**src/hdl/bsa_pkg.sv**
```systemverilog
package bsa_pkg;

	localparam int MAPS_PER_POOL_DEF = 8;
	localparam int BITS_PER_MAP_DEF  = 8192;
	localparam int WORD_BITS_DEF     = 32;

	localparam int ENTRY_W   = 16;
	localparam int CFG_W     = 4;
	localparam int CFG_IDX_W = 1;

	localparam logic [CFG_IDX_W-1:0] REG_DATA_MAPS  = 1'd0;
	localparam logic [CFG_IDX_W-1:0] REG_INODE_MAPS = 1'd1;
	localparam logic [CFG_W-1:0]     MAPS_RESET     = 4'd8;

	localparam logic KIND_ALLOC = 1'b0;
	localparam logic KIND_FREE  = 1'b1;

	localparam logic STATUS_DONE = 1'b0;
	localparam logic STATUS_FULL = 1'b1;

	typedef enum logic [2:0] {
		ST_CLEAR,
		ST_IDLE,
		ST_SCAN,
		ST_SET,
		ST_FREE_RD,
		ST_FREE_WR,
		ST_DONE
	} state_t;

	typedef struct packed {
		logic accept;
		logic clr_wr;
		logic scan_run;
		logic set_wr;
		logic free_rd;
		logic free_wr;
		logic load_out;
	} cmd_t;

	typedef struct packed {
		logic clr_last;
		logic scan_hit;
		logic scan_empty;
		logic out_free;
	} sts_t;

endpackage

```
**src/hdl/bsa_ctrl.sv**
```systemverilog
module bsa_ctrl (
	input  logic          clk,
	input  logic          arst_n,
	input  logic          in_valid,
	input  logic          kind,
	input  bsa_pkg::sts_t sts,
	output bsa_pkg::cmd_t cmd,
	output logic          in_stall
);
	import bsa_pkg::*;

	state_t state_q;
	state_t state_d;

	always_ff @(posedge clk or negedge arst_n) begin
		if (!arst_n) begin
			state_q <= ST_CLEAR;
		end else begin
			state_q <= state_d;
		end
	end

	always_comb begin
		state_d = state_q;
		case (state_q)
			ST_CLEAR: begin
				if (sts.clr_last) state_d = ST_IDLE;
			end
			ST_IDLE: begin
				if (in_valid) state_d = (kind == KIND_FREE) ? ST_FREE_RD : ST_SCAN;
			end
			ST_SCAN: begin
				if (sts.scan_hit) state_d = ST_SET;
				else if (sts.scan_empty) state_d = ST_DONE;
			end
			ST_SET:     state_d = ST_DONE;
			ST_FREE_RD: state_d = ST_FREE_WR;
			ST_FREE_WR: state_d = ST_DONE;
			ST_DONE: begin
				if (sts.out_free) state_d = ST_IDLE;
			end
			default:    state_d = ST_CLEAR;
		endcase
	end

	always_comb begin
		cmd      = '0;
		in_stall = 1'b1;
		case (state_q)
			ST_CLEAR:   cmd.clr_wr = 1'b1;
			ST_IDLE: begin
				in_stall   = 1'b0;
				cmd.accept = in_valid;
			end
			ST_SCAN:    cmd.scan_run = 1'b1;
			ST_SET:     cmd.set_wr = 1'b1;
			ST_FREE_RD: cmd.free_rd = 1'b1;
			ST_FREE_WR: cmd.free_wr = 1'b1;
			ST_DONE:    cmd.load_out = sts.out_free;
			default:    cmd = '0;
		endcase
	end

endmodule

```
**config.mk**
```make
export PLATFORM = sky130hd
export DESIGN_NAME = bsa_ctrl
export DESIGN_NICKNAME = d
export VERILOG_FILES = /design/src/hdl/bsa_pkg.sv /design/src/hdl/bsa_ctrl.sv
export SDC_FILE = /design/constraint.sdc
export NUM_CORES = 1
export LEC_CHECK = 0
export BUFFER_PORTS_ARGS = -buffer_cell sky130_fd_sc_hd__buf_2
export CAP_MARGIN = 10
export CORE_AREA = 5 5 42 44
export CTS_BUF_LIST = sky130_fd_sc_hd__clkbuf_8
export DETAILED_ROUTE_END_ITERATION = 12
export DIE_AREA = 0 0 47 49
export GPL_ROUTABILITY_DRIVEN = 0
export SYNTH_ARGS = -nofsm -noshare
export SYNTH_HDL_FRONTEND = slang
export SYNTH_SLANG_ARGS = --single-unit
```
**constraint.sdc**
```tcl
create_clock -name clk -period 3.6 [get_ports clk]
set_input_delay 0.72 -clock clk [delete_from_list [all_inputs] [get_ports clk]]
set_output_delay 0.72 -clock clk [all_outputs]
set_load 0.02 [all_outputs]
```
Word-level counts from Yosys, hierarchy flattened
Index checks and enable logic that the tools add are counted.

operators by class
  equal/unequal tests = 10
  mux-type cells = 15
  reduce and logical (&&, ||, !) cells = 3

operators with widths
  operator                                                                count
  3-bit 2-to-1 mux                                                        6
  3-bit case mux with 6 select lines                                      1
  3-bit equality test (second input constant)                             3
  1-bit 2-to-1 mux                                                        8
  3-bit by 2-bit equality test with 1-bit output (second input constant)  2
  2-bit != test (second input constant)                                   3
  4-bit AND reduction                                                     1
  3-bit by 1-bit equality test with 1-bit output (second input constant)  1
  3-bit logical NOT                                                       1
  3-bit != test (second input constant)                                   1
  2-bit OR reduction                                                      1

storage, ports and cells
  bits in registers = 3
  bits of input ports = 8
  output and inout bits = 8

Logic depth before layout (Yosys ltp)
Gate-level depths: netlist of the first run.

  word-level depth = 3
  mapped depth = 4

Worst setup path after synthesis of the first run
Ideal clock, no wire load.

  kind = reg2out
  start = register state_q[0]
  end = output cmd[5] in the netlist's numbering
  arrival = 1068 ps
  data required time = 2880 ps
  slack = 1812 ps
  stages on the path, launching flop included = 3
  path buffers = 1
  cell sequence = dfrtp_1 -> buf_2 -> nor3_1

RTL lines
  item                    line            source
  start, declared         bsa_ctrl.sv:12  state_t state_q;
  start signal, assigned  bsa_ctrl.sv:19  state_q <= state_d;
  end, declared           bsa_ctrl.sv:7   output bsa_pkg::cmd_t cmd,

==> results of run 1 <==
==> through the flow <==
| stage | hold WS [ps] | std cells | area (µm²) | power, mW | setup WS (ps) |
|---|---|---|---|---|---|
| global route | 293 | 69 | 392 | 0.414 | 1530 |
| finish | 294 | 69 | 392 | 0.379 | 1630 |
| global placement | 517 | 65 | 347 | 0.285 | 1750 |
| floorplan | 424 | 37 | 273 | 0.249 | 1810 |
| CTS | 294 | 69 | 392 | 0.382 | 1630 |
| detailed placement | 518 | 65 | 347 | 0.286 | 1750 |
==> power breakdown <==
part           switching [mW]  internal (mW)
clock network          0.0218         0.0726
logic                   0.102         0.0798
registers              0.0517         0.0512
total                   0.175          0.204
==> final cells by class <==
class | instances | area share [%]
Sequential cell | 3 | 19.2
Inverter | 2 | 1.92
Clock buffer | 3 | 10.5
Tap cell | 16 | 5.11
Clock inverter | 1 | 0.958
Timing Repair Buffer | 15 | 19.2
Multi-Input combinational cell | 29 | 43.1
==> metal layers <==
layer,part of all wire [%],global-route usage (%),vias up
met5,0,0,-
li1,-,-,158
met1,45,8.63,133
met2,46,8.60,10
met3,9.1,1.85,0
met4,0,4.15,0
==> path summary, 6_finish.rpt <==
kind                       startpoint    endpoint  slack (ps)  depth (start not counted)
max reg2reg                state_q[0]  state_q[2]        2270                          2
min                            arst_n  state_q[2]         290                          1
min reg2reg                state_q[1]  state_q[1]         700                          2
max in group asynchronous      arst_n  state_q[1]        3200                          1
min in group clk           state_q[1]  state_q[1]         700                          2
max                        state_q[0]      cmd[0]        1630                          3
==> synthesized netlist by cell type <==
master / instances
nor2b_1: 1
nor2_1: 7
a21oi_1: 2
buf_6: 1
o21ai_0: 4
nand2b_1: 1
dfrtp_1: 3
o311ai_1: 1
and3_1: 2
mux2i_1: 2
nor3_1: 1
inv_1: 2
o311a_1: 1
or4_1: 1
nand2_1: 4
nand2b_4: 1
buf_2: 2
o31ai_1: 1
==> cells by family after synthesis <==
logic type	after synthesis	synth area share, %
buffers and inverters	5	10.6
and+or+nand+nor	18	33.9
AOI/OAI and AO/OA	9	20.6
muxes	2	7.34
DFF	3	27.5
==> impl_metrics.py, run 1 <==
metrics = {
    "outcome": {
        "outcome": "finished clean",
    },
    "placed_design": {
        "io_buffer_count": 15,
        "dp_hpwl_um": 525,
    },
    "sta": {
        "final-setup-viol-count": 0,
        "finalCritPeriodShare_pct": 54.6,
        "skew_ps": 0.177,
        "timing.setup.tns_ps": 0,
        "worstMarginPinSlew_ps": 402,
        "slew_viol_final": 0,
        "finalCriticalPeriod_ps": 1970,
        "hold_viol": 0,
        "max_freq_mhz": 509,
        "rsz0062_at_grt": "false",
        "maxSlewHeadroom_pct": 73.2,
    },
    "die": {
        "start_util_pct": 19.5,
        "ios": 16,
        "dieArea_um2": 2300,
        "rows": 14,
        "die_h_um": 49,
        "die_w_um": 47,
        "core_um2": 1400,
    },
    "clocking": {
        "clock_sinks": 3,
        "path_clk_slew_ps": 30,
        "htreeDepth": 1,
        "cts_buffer_depth": 2,
        "cts_buffers": 3,
        "cts_resized": 0,
        "cts-root-buf": "clkbuf_8",
        "insertion_delay_ps": 210,
        "cts_setup_buffers": 0,
        "postCtsHoldBufs": 0,
        "cts_tree": "done",
    },
    "finish": {
        "area_delta_synth_final_pct": 43.6,
        "drive_above_1_share_pct": 35.8,
        "multi_input_area_um2": 169,
        "largest_reg_flops": 3,
        "mostFrequentLayoutCells": "15 x buf_2, 7 x nor2_1, 4 x nand2_1, 4 x o21ai_0",
        "top_regs": "state_q: 3 flops",
        "final_common_cell": "buf_2",
        "fin_util_pct": 27.9,
        "regMostFlops": "state_q",
        "fin_nets": 62,
        "regArea_um2": 75.1,
        "diodes": 0,
        "n_fill_cell": 163,
    },
    "global_route": {
        "overflow": 0,
        "grt_pass1_wl_um": 1100,
        "grt_max_degree": 16,
        "grt_antenna_before_repair": 0,
        "gr-usage-all-layers_pct": 6.42,
        "first_global_vias": 268,
    },
    "logic_synthesis": {
        "synth_area_um2": 273,
        "ys_types": 18,
        "synth_nets": 45,
        "ys_ff_latch": 3,
        "yosys.area.top_type": "dfrtp_1",
        "synth.top_cell.area_share_pct": 27.5,
        "ys_seq_area_share_pct": 27.5,
        "ys_warn_count": 0,
        "synth_area_leaders": "dfrtp_1 28%, nor2_1 9.6%, mux2i_1 7.3%, o21ai_0 7.3%, nand2_1 5.5%",
        "syn_inst": 37,
        "synth.avg_cell_area_um2": 7.37,
    },
    "setup_path": {
        "end_kind": "output port",
        "critical_path.max_fanout": 15,
        "path_delay_family": "flip-flops",
        "worst_ep_arrival_time_ps": 1250,
        "cp_slowest_stage_delay_ps": 510,
        "crit_path_top_delay_cell": "dfrtp_1",
        "critical_path_class": "register to output port",
        "path_buf_inv": 1,
        "cp.required_ps": 2880,
        "path_cells": "nand2b_1 -> nor2_1 -> buf_2",
        "crit_path_start_kind": "register",
    },
    "detailed_routing": {
        "routedWlPerCell_um": 10.1,
        "vias": 301,
        "drc": 0,
        "drt_iter0_drc": 7,
        "dr.pass1.iters": 4,
        "vias_per_cell": 4.36,
        "drtAntennaViolNets": 0,
        "totalWireLength_um": 696,
    },
    "worst_hold_path": {
        "min_path_type": "primary input to async pin",
    },
    "power": {
        "p_per_area_nw_per_um2": 967,
        "p_leak_nw": 0.210,
        "ir_drop_v": 0.000354,
    },
    "run": {
        "cap_violations": 0,
    },
}
Note: power is estimated with default switching activity, not from simulation.
==> inputs of run 2 (changes only) <==
==> constraint.sdc (replaced) <==
create_clock -name clk -period 2 [get_ports clk]
set_input_delay 0.4 -clock clk [delete_from_list [all_inputs] [get_ports clk]]
set_output_delay 0.4 -clock clk [all_outputs]
set_load 0.02 [all_outputs]
==> run 2 against run 1 <==
Net effect:
- combinational power up 81%
- register-to-register slack worse by 1600 ps
- routed wire length up 5.2%
- critical path depth unchanged
- largest cell class unchanged
==> impl_metrics.py, run 2 (synthesis results as in run 1) <==
metrics = {
    "global_route": {
        "grt_antenna_before_repair": 0,
        "grt_pass1_wl_um": 1200,
        "grt_use_met1_pct": 8.87,
        "gr-usage-all-layers_pct": 7.77,
        "grt_max_degree": 16,
        "busiest_layer": "met2",
        "first_global_vias": 297,
        "use_met2_pct": 9.28,
        "use_met3_pct": 4.06,
        "overflow": 0,
    },
    "clocking": {
        "cts_buffers": 3,
        "cts_tree": "done",
        "cts_setup_buffers": 0,
        "cts-root-buf": "clkbuf_8",
        "cts_resized": 0,
        "insertion_delay_ps": 220,
        "cts_buffer_depth": 2,
        "postCtsHoldBufs": 1,
        "htreeDepth": 1,
        "clock_sinks": 3,
        "path_clk_slew_ps": 30,
    },
    "power": {
        "p_comb_share_pct": 47.8,
        "ir_drop_v": 0.000393,
        "swShare_pct": 46.3,
        "finalPower_mw": 0.686,
        "p_per_area_nw_per_um2": 1710,
        "seqPwrFrac_pct": 27.0,
        "p_leak_nw": 0.214,
        "p_int_mw": 0.368,
        "p_switching_mw": 0.318,
        "p_clk_share_pct": 25.2,
    },
    "sta": {
        "hold_slack_ps": 452,
        "hold_viol": 0,
        "skew_ps": 0.170,
        "finalCriticalPeriod_ps": 1660,
        "finalWorstSetupSlack_ps": 336,
        "rsz0062_at_grt": "false",
        "timing.setup.tns_ps": 0,
        "maxSlewHeadroom_pct": 73.3,
        "final-setup-viol-count": 0,
        "worstMarginPinSlew_ps": 400,
        "slew_viol_final": 0,
        "finalCritPeriodShare_pct": 83.2,
        "max_freq_mhz": 601,
    },
    "finish": {
        "layoutNonFillerInstCount": 70,
        "area_delta_synth_final_pct": 47.2,
        "regArea_um2": 75.1,
        "final_common_cell": "buf_2",
        "fin_area_um2": 402,
        "largest_reg_flops": 3,
        "multi_input_area_um2": 169,
        "mostFrequentLayoutCells": "15 x buf_2, 7 x nor2_1, 4 x nand2_1, 4 x o21ai_0",
        "n_fill_cell": 174,
        "top_regs": "state_q: 3 flops",
        "fin_nets": 63,
        "regMostFlops": "state_q",
        "fin_util_pct": 28.7,
        "drive_above_1_share_pct": 35.2,
        "diodes": 0,
    },
    "die": {
        "die_h_um": 49,
        "core_um2": 1400,
        "die_w_um": 47,
        "rows": 14,
        "dieArea_um2": 2300,
        "start_util_pct": 19.5,
        "ios": 16,
    },
    "setup_path": {
        "crit_path_start_kind": "register",
        "crit_path_top_delay_cell": "dfrtp_1",
        "cp.required_ps": 1600,
        "critical_path.max_fanout": 15,
        "end_kind": "output port",
        "path_cells": "nand2b_1 -> nor2_1 -> buf_2",
        "cp_slowest_stage_delay_ps": 510,
        "critical_path_class": "register to output port",
        "worst_ep_arrival_time_ps": 1260,
    },
    "worst_hold_path": {
        "min_path_type": "primary input to register",
    },
    "detailed_routing": {
        "dr.pass1.iters": 4,
        "totalWireLength_um": 732,
        "vias_per_cell": 4.31,
        "drt_iter0_drc": 6,
        "drtAntennaViolNets": 0,
        "drc": 0,
        "routedWlPerCell_um": 10.5,
        "vias": 302,
    },
    "placed_design": {
        "place_area_um2": 347,
        "io_buffer_count": 15,
        "dp_slack_ps": 568,
        "dp_cells": 65,
        "dp_hpwl_um": 539,
    },
    "outcome": {
        "outcome": "finished clean",
    },
    "run": {
        "cap_violations": 0,
    },
}
run 2: cell types whose count changed in the layout (fill, tap and decap cells not counted):
| cell | before | now |
|---|---|---|
| dlygate4sd3_1 | 0 | 1 |
run 2: critical path: cells and delay by family (launching register included):
family                 cells  cell delay (ps)
buffers and inverters      1              170
and+or+nand+nor            2              360
DFF                        1              510
run 2: power by group through the flow:
stage / combinational (mW) / sequential, mW / clock [mW]
2_1_floorplan: 0.335 / 0.112 / 0
5_1_grt: 0.366 / 0.199 / 0.180
6_report: 0.328 / 0.185 / 0.173
3_3_place_gp: 0.331 / 0.182 / 0
4_1_cts: 0.335 / 0.184 / 0.179
3_5_place_dp: 0.332 / 0.184 / 0
run 2: final cells by class:
type / count / share of cell area (%)
Sequential cell: 3 / 18.7
Clock inverter: 1 / 0.935
Timing Repair Buffer: 16 / 21.2
Inverter: 2 / 1.87
Clock buffer: 3 / 10.3
Tap cell: 16 / 4.98
Multi-Input combinational cell: 29 / 42.1
run 2: layer usage:
metal,part of all wire [%],up-vias
li1,-,161
met1,44,125
met2,42,13
met3,10,3
met4,3.4,0
met5,0,-
run 2: worst paths after layout:
| kind | from | depth (start not counted) | endpoint | slack, ps |
|---|---|---|---|---|
| worst max-delay path | state_q[0] | 3 | cmd[0] | 340 |
| worst min-delay path | sts[3] | 3 | state_q[0] | 450 |
| worst max register to register | state_q[0] | 2 | state_q[2] | 670 |
| worst min register to register | state_q[1] | 2 | state_q[1] | 690 |
| max in group asynchronous | arst_n | 2 | state_q[2] | 1390 |
| min in group asynchronous | arst_n | 2 | state_q[1] | 510 |
==> inputs of run 3 (changes only) <==
==> constraint.sdc (replaced) <==
create_clock -name clk -period 1.3 [get_ports clk]
set_input_delay 0.26 -clock clk [delete_from_list [all_inputs] [get_ports clk]]
set_output_delay 0.26 -clock clk [all_outputs]
set_load 0.02 [all_outputs]
==> run 3 against run 2 <==
Net effect:
- the run now ends with negative setup slack left
- critical path type unchanged
- critical endpoint is now cmd[6]
- final cell count rose by 14%
- clock power rose by 55%
- largest power group unchanged
- routed wire length rose by 27%
- combinational power rose to 3.4 times the previous value
==> impl_metrics.py, run 3 (synthesis results as in run 1) <==
metrics = {
    "sta": {
        "max_freq_mhz": 745,
        "worstMarginPinSlew_ps": 266,
        "finalWorstSetupSlack_ps": -42.2,
        "skew_ps": 1.94,
        "timing.setup.tns_ps": -200,
        "hold_viol": 0,
        "finalCriticalPeriod_ps": 1340,
        "slew_viol_final": 0,
        "rsz0062_at_grt": "true",
        "finalCritPeriodShare_pct": 103,
        "final-setup-viol-count": 7,
        "maxSlewHeadroom_pct": 82.0,
    },
    "setup_path": {
        "path_cells": "nor2_4 -> and3_4 -> buf_6",
        "cp.required_ps": 1040,
        "crit_path_start_kind": "register",
        "cp_slowest_stage_delay_ps": 440,
        "end_kind": "output port",
        "worst_ep_arrival_time_ps": 1080,
        "critical_path_class": "register to output port",
        "crit_path_top_delay_cell": "dfrtp_2",
        "critical_path.max_fanout": 4,
    },
    "outcome": {
        "violations": "negative setup slack",
        "outcome": "complete, but fails checks",
    },
    "detailed_routing": {
        "drtAntennaViolNets": 0,
        "dr.pass1.iters": 2,
        "vias_per_cell": 4.41,
        "totalWireLength_um": 929,
        "routedWlPerCell_um": 11.6,
        "drt_iter0_drc": 5,
        "drc": 0,
        "vias": 353,
    },
    "placed_design": {
        "dp_hpwl_um": 622,
        "dp_slack_ps": 56.8,
        "io_buffer_count": 15,
    },
    "finish": {
        "diodes": 0,
        "drive_above_1_share_pct": 65.6,
        "regMostFlops": "state_q",
        "final_common_cell": "buf_6",
        "largest_reg_flops": 3,
        "fin_nets": 73,
        "fin_util_pct": 41.8,
        "mostFrequentLayoutCells": "10 x buf_6, 9 x buf_2, 6 x buf_4",
        "area_delta_synth_final_pct": 115,
        "top_regs": "state_q: 3 flops",
    },
    "die": {
        "core_um2": 1400,
        "die_w_um": 47,
        "rows": 14,
        "dieArea_um2": 2300,
        "start_util_pct": 19.5,
        "ios": 16,
        "die_h_um": 49,
    },
    "worst_hold_path": {
        "min_path_type": "primary input to register",
    },
    "run": {
        "cap_violations": 0,
    },
    "global_route": {
        "gr-usage-all-layers_pct": 8.94,
        "grt_antenna_before_repair": 0,
        "grt_max_degree": 12,
        "first_global_vias": 350,
        "grt_pass1_wl_um": 1450,
        "overflow": 0,
    },
    "power": {
        "swShare_pct": 41.6,
        "p_int_mw": 0.937,
        "p_comb_share_pct": 68.4,
        "p_leak_nw": 0.277,
        "finalPower_mw": 1.61,
        "p_clk_share_pct": 16.7,
        "p_switching_mw": 0.668,
        "ir_drop_v": 0.00103,
        "seqPwrFrac_pct": 14.9,
        "p_per_area_nw_per_um2": 2740,
    },
    "clocking": {
        "cts-root-buf": "clkbuf_8",
        "htreeDepth": 1,
        "cts_tree": "done",
        "insertion_delay_ps": 220,
        "cts_buffers": 3,
        "path_clk_slew_ps": 30,
        "clock_sinks": 3,
        "cts_buffer_depth": 2,
    },
}
-- run 3: what timing repair did --
action                                  CTS  global route
buffers inserted                          5             1
hold buffers                              1             0
pin swaps                                 1             3
gates resized for setup                  18            14
endpoints found under the setup margin    8             8
cloned                                    0             1
hold endpoints to repair                  3             0
-- run 3: final timing paths --
path                            start         end  slack, ps  cells after the start
setup / recovery           state_q[2]      cmd[6]        -40                      3
hold / removal                 sts[3]  state_q[0]        320                      3
setup reg to reg           state_q[1]  state_q[2]          0                      4
hold reg to reg            state_q[1]  state_q[0]        690                      2
max in group asynchronous      arst_n  state_q[2]        800                      2
min in group asynchronous      arst_n  state_q[1]        380                      2
-- run 3: cell type report --
type                    count  area (µm²)
clock buffers               3        41.3
clock inverters             1        3.75
multi-input cells          29         223
fillers                   159         816
flip-flops and latches      3        77.6
well taps                  16        20.0
repair buffers             26         213
inverters                   2        7.51
-- run 3: through the flow --
stage                     instances  hold WS [ps]  instance area [µm²]
after global placement           68          59.5                  374
after detailed placement         68          65.8                  374
after CTS                        78           312                  526
after global routing             80           323                  586
after floorplan                  37         -35.6                  278
final                            80           318                  586
-- run 3: metal layers --
layer | share of wire (%) | global-route usage [%] | wire, µm
met1 | 43 | 10.3 | 399
met2 | 51 | 12.4 | 478
met3 | 5.5 | 3.69 | 51
met4 | 0 | 6.91 | 0
met5 | 0 | 0 | 0
-- run 3: power by group through the flow --
stage          clock (mW)  sequential [mW]  combinational [mW]
2_1_floorplan           0            0.173               0.528
3_3_place_gp            0            0.211               0.667
3_5_place_dp            0            0.217               0.668
4_1_cts             0.272            0.223               0.946
5_1_grt             0.284            0.248                1.18
6_report            0.268            0.239                1.10
-- run 3: critical path: cells and delay by family (launching register included) --
| family | cells | cell delay (ps) |
|---|---|---|
| buffers and inverters | 1 | 110 |
| and+or+nand+nor | 2 | 320 |
| DFF | 1 | 440 |
